`src/rtl/bcmp_pkg.sv`:
```
package bcmp_pkg;

    localparam int TABLE_SIZE = 4096;
    localparam int IDX_W      = $clog2(TABLE_SIZE);
    localparam int RES_W      = 30;
    localparam int TAG_W      = 32;
    localparam int FIFO_DEPTH = 16;
    localparam int FIFO_AW    = $clog2(FIFO_DEPTH);

    localparam logic [RES_W-1:0] PRIME      = 30'd1000000007;
    localparam logic [RES_W-1:0] FERMAT_EXP = PRIME - 30'd2;

    // Barrett constant floor(2^60 / p); it fits in 31 bits.
    localparam logic [63:0] MU_FULL = (64'd1 << 60) / 64'd1000000007;
    localparam logic [30:0] MU      = MU_FULL[30:0];

    typedef struct packed {
        logic signed [31:0] n_value;
        logic signed [31:0] r_value;
    } query_t;

    typedef struct packed {
        logic [RES_W-1:0] coefficient;
        logic             out_of_range;
    } result_t;

    typedef struct packed {
        logic             start;
        logic [RES_W-1:0] a;
        logic [RES_W-1:0] b;
        logic [TAG_W-1:0] tag;
    } mul_req_t;

    typedef struct packed {
        logic             valid;
        logic [RES_W-1:0] res;
        logic [TAG_W-1:0] tag;
    } mul_rsp_t;

    typedef struct packed {
        logic             fact_we;
        logic             inv_we;
        logic [IDX_W-1:0] addr;
        logic [RES_W-1:0] data;
    } tbl_wr_t;

endpackage

```
`src/rtl/bcmp_modmul.sv`:
```
// Five-stage modular multiplier: product, then Barrett reduction.
module bcmp_modmul (
    input  logic                clk,
    input  logic                rst_n,
    input  bcmp_pkg::mul_req_t  req,
    output bcmp_pkg::mul_rsp_t  rsp
);

    logic [4:0]                   valid_reg;
    logic [bcmp_pkg::TAG_W-1:0]   tag1_reg, tag2_reg, tag3_reg, tag4_reg, tag5_reg;
    logic [59:0]                  prod1_reg;
    logic [61:0]                  q2_reg;
    logic [31:0]                  x2_reg, x3_reg;
    logic [60:0]                  qp3_reg;
    logic [31:0]                  r4_reg;
    logic [bcmp_pkg::RES_W-1:0]   res5_reg;

    logic [59:0]                  prod;
    logic [31:0]                  two_p;
    logic [bcmp_pkg::RES_W-1:0]   res_next;

    assign prod  = 60'(req.a) * 60'(req.b);
    assign two_p = {1'b0, bcmp_pkg::PRIME, 1'b0};

    // The Barrett remainder is below three times the prime.
    always_comb
    begin
        if (r4_reg >= two_p)
        begin
            res_next = 30'(r4_reg - two_p);
        end
        else if (r4_reg >= 32'(bcmp_pkg::PRIME))
        begin
            res_next = 30'(r4_reg - 32'(bcmp_pkg::PRIME));
        end
        else
        begin
            res_next = r4_reg[29:0];
        end
    end

    always_ff @(posedge clk or negedge rst_n)
    begin
        if (!rst_n)
        begin
            valid_reg <= '0;
        end
        else
        begin
            valid_reg <= {valid_reg[3:0], req.start};
        end
    end

    always_ff @(posedge clk)
    begin
        prod1_reg <= prod;
        tag1_reg  <= req.tag;
        q2_reg    <= 62'(prod1_reg[59:29]) * 62'(bcmp_pkg::MU);
        x2_reg    <= prod1_reg[31:0];
        tag2_reg  <= tag1_reg;
        qp3_reg   <= 61'(q2_reg[61:31]) * 61'(bcmp_pkg::PRIME);
        x3_reg    <= x2_reg;
        tag3_reg  <= tag2_reg;
        r4_reg    <= x3_reg - qp3_reg[31:0];
        tag4_reg  <= tag3_reg;
        res5_reg  <= res_next;
        tag5_reg  <= tag4_reg;
    end

    assign rsp.valid = valid_reg[4];
    assign rsp.res   = res5_reg;
    assign rsp.tag   = tag5_reg;

endmodule

```
`config.mk`:
```
export PLATFORM = sky130hd
export DESIGN_NAME = bcmp_modmul
export DESIGN_NICKNAME = d
export VERILOG_FILES = /design/src/rtl/bcmp_pkg.sv /design/src/rtl/bcmp_modmul.sv
export SDC_FILE = /design/constraint.sdc
export NUM_CORES = 2
export LEC_CHECK = 0
export ABC_AREA = 1
export BUFFER_PORTS_ARGS = -buffer_cell sky130_fd_sc_hd__buf_2
export CAP_MARGIN = 15
export CORE_MARGIN = 3
export CORE_UTILIZATION = 60
export DETAILED_ROUTE_END_ITERATION = 16
export PLACE_DENSITY = 0.85
export SYNTH_ARGS = -nofsm -noshare
export SYNTH_HDL_FRONTEND = slang
export SYNTH_SLANG_ARGS = --single-unit
export TNS_END_PERCENT = 20
```
`constraint.sdc`:
```
create_clock -name clk -period 5.5 [get_ports clk]
set_input_delay 0.275 -clock clk [delete_from_list [all_inputs] [get_ports clk]]
set_output_delay 0.275 -clock clk [all_outputs]
set_load 0.1 [all_outputs]
```
==> metrics.txt <==
status finished with violations; failing checks setup timing; R2R depth 21; Critical Path Max Stage Delay 0.59 ns; Syn Area/Cell 8.10 um^2; first-pass GRT wire length 336000 um; final hold violations 0; worst setup path end prod1_reg[51]; vias in the first global route 62100; overall global routing resource usage 37.1%; Routed WL 221000 um; routed vias 58000; CTS Buffer Depth 3; HPWL after DPL 181000 um; Yosys top cell area share 36.3%; Post-Synthesis Cells 8334; register bit total from synthesis 414; RR Endpoint qp3_reg[31]; EDFF count, synth 0; Root Buffer clkbuf_16; Starting Density 60.7%; Yosys warning total 0; top cells by count, synth inv_1 (2385), nand2_1 (1859), fa_1 (1224); most common cell in the netlist inv_1; crit path kind primary input to register; detailed router's first-iteration violation count 4308; Crit Path Max Fanout 20; mapped cell area 67500 um^2; asr flop ratio synth 1.21%; max reg flops 60; PortBufs 157; period utilization 109%; Crit path top cell by count fa_1; number of CTS-inserted buffers 42; Hold WC Path Type register to register; Post-Route Utilization 73.4%; Worst R2R Start q2_reg[41]; Die W 341 um; worst setup path start req[35]; H-tree levels 2; filler instances 7990; Final ANT Viol Nets 0; Syn-to-layout area delta 20.9%; final setup violation count 77; Congestion Overflow GR 0; DR pass1 iterations 6; Setup WS post-layout -0.483 ns; clk_lat worst skew 0.60 ns; GP Congestion 1.02; Critical Path AT 6.46 ns; unrepaired setup endpoints after global routing true; Seq/Total Area, Yosys 12.3%; critical path startpoint category primary input; dominant cell type by area after synthesis fa_1; Max Fclk 0.167 GHz; Slew @ Worst Pin 0.806 ns; largest cells by area after synthesis fa_1 (36%), ha_1 (15%), inv_1 (13%); Area after DPL 75400 um^2; initial antenna violation count 9; die area 117000 um^2; final instance area 81600 um^2; area of the core 111000 um^2; Worst path slowest cell fa_1; CTS tree yes; proportion of layout cells with a drive suffix above 1 18.4%; row count 122; Nets 11200; die height 341 um; CTS clock-pin slew for the worst setup and hold paths 0.07 ns; Top Ports 158; Vias/cell 5.44; # DRC 0; max-slew violations 0; syn_nets 10400; pre-CTS WS -1.42 ns; DR WL/cell 20.7 um; Worst R2R Setup Slack -0.38 ns; Crit. End Element register; largest net degree at the start of global routing 32; Critical Path RT 5.98 ns; ys flop type dfxtp_1; CTS sink count 414; Max-cap violations 0; Slew HR 46.2%; Tmin final 5.98 ns; clock skew 0.0326 ns; library cells used by synthesis 46
## timing repair
item,4_1_cts,5_1_grt
endpoints found under the hold margin,38,0
setup buffers,30,26
pin swaps,158,177
gates cloned,4,5
hold buffers,35,0
setup endpoints to repair,94,95
gates resized for setup,555,428
## cell type report
type,instances,area [um^2],share of cell area (%)
clock buffers,54,1200,1.47
well taps,1488,1860,2.28
diodes,12,30.0,0.0368
repair buffers,953,8280,10.1
multi-input cells,5312,52500,64.4
inverters,2394,8990,11.0
clock inverters,23,307,0.376
flip-flops and latches,414,8370,10.3
## worst max-delay path: cells and delay by family
| kind | cells | cell delay [ns] |
|---|---|---|
| and+or+nand+nor | 8 | 1.04 |
| adders and majority gates | 9 | 4.37 |
| buffers and inverters | 8 | 0.76 |
## per-stage QoR
step                std cells  TNS (ns)  hold WS, ns
CTS                     10600    -10.61        0.286
floorplan                8334    -11.57      -0.0206
global placement        10500    -60.93       0.0860
global route            10600    -29.87        0.306
detailed placement      10500    -66.45       0.0951
finish                  10700    -15.97        0.314
## how the worst min path moves through the flow
stage,from,endpoint,slack (ns),cells past startpoint
finish,tag1_reg[22],tag2_reg[22],0.31,0
global route,req[28],tag1_reg[28],0.31,2
CTS,req[29],tag1_reg[29],0.29,2
detailed placement,rst_n,valid_reg[4],0.1,1
global placement,rst_n,valid_reg[4],0.09,1
floorplan,rst_n,valid_reg[0],-0.02,0
## cells by family after synthesis
logic type	Yosys count	share of synthesized area, %
xor+xnor	152	1.97
flops	414	12.3
compound gates	512	4.13
buf+inv	2608	14.8
simple gates	2628	15.8
fa+ha+maj	2020	51.1
## cell usage in the layout (no fill, tap or decap), types with 67 or more instances in the layout
cell type | synthesis | final
o21ai_0 | 185 | 111
xor2_1 | 116 | 102
ha_1 | 796 | 720
ha_4 | 0 | 67
nand3_1 | 240 | 192
nand2_1 | 1859 | 1745
a21oi_1 | 235 | 157
buf_2 | 10 | 110
nand2_2 | 4 | 83
nor2_1 | 382 | 279
inv_1 | 2385 | 2326
dfxtp_1 | 409 | 380
fa_1 | 1224 | 1171
buf_4 | 12 | 669
## routing by layer
layer  global-route usage, %  vias up  share of wire [%]
li1                        -    25900                  -
met4                    22.6        4                8.9
met2                    65.5     2915                 49
met5                       0        -              0.013
met3                    5.10     1004                7.3
met1                    42.9    28100                 35
Power is not shown: default switching activity piles up to over one toggle a cycle in this logic, so the estimate is an artifact.
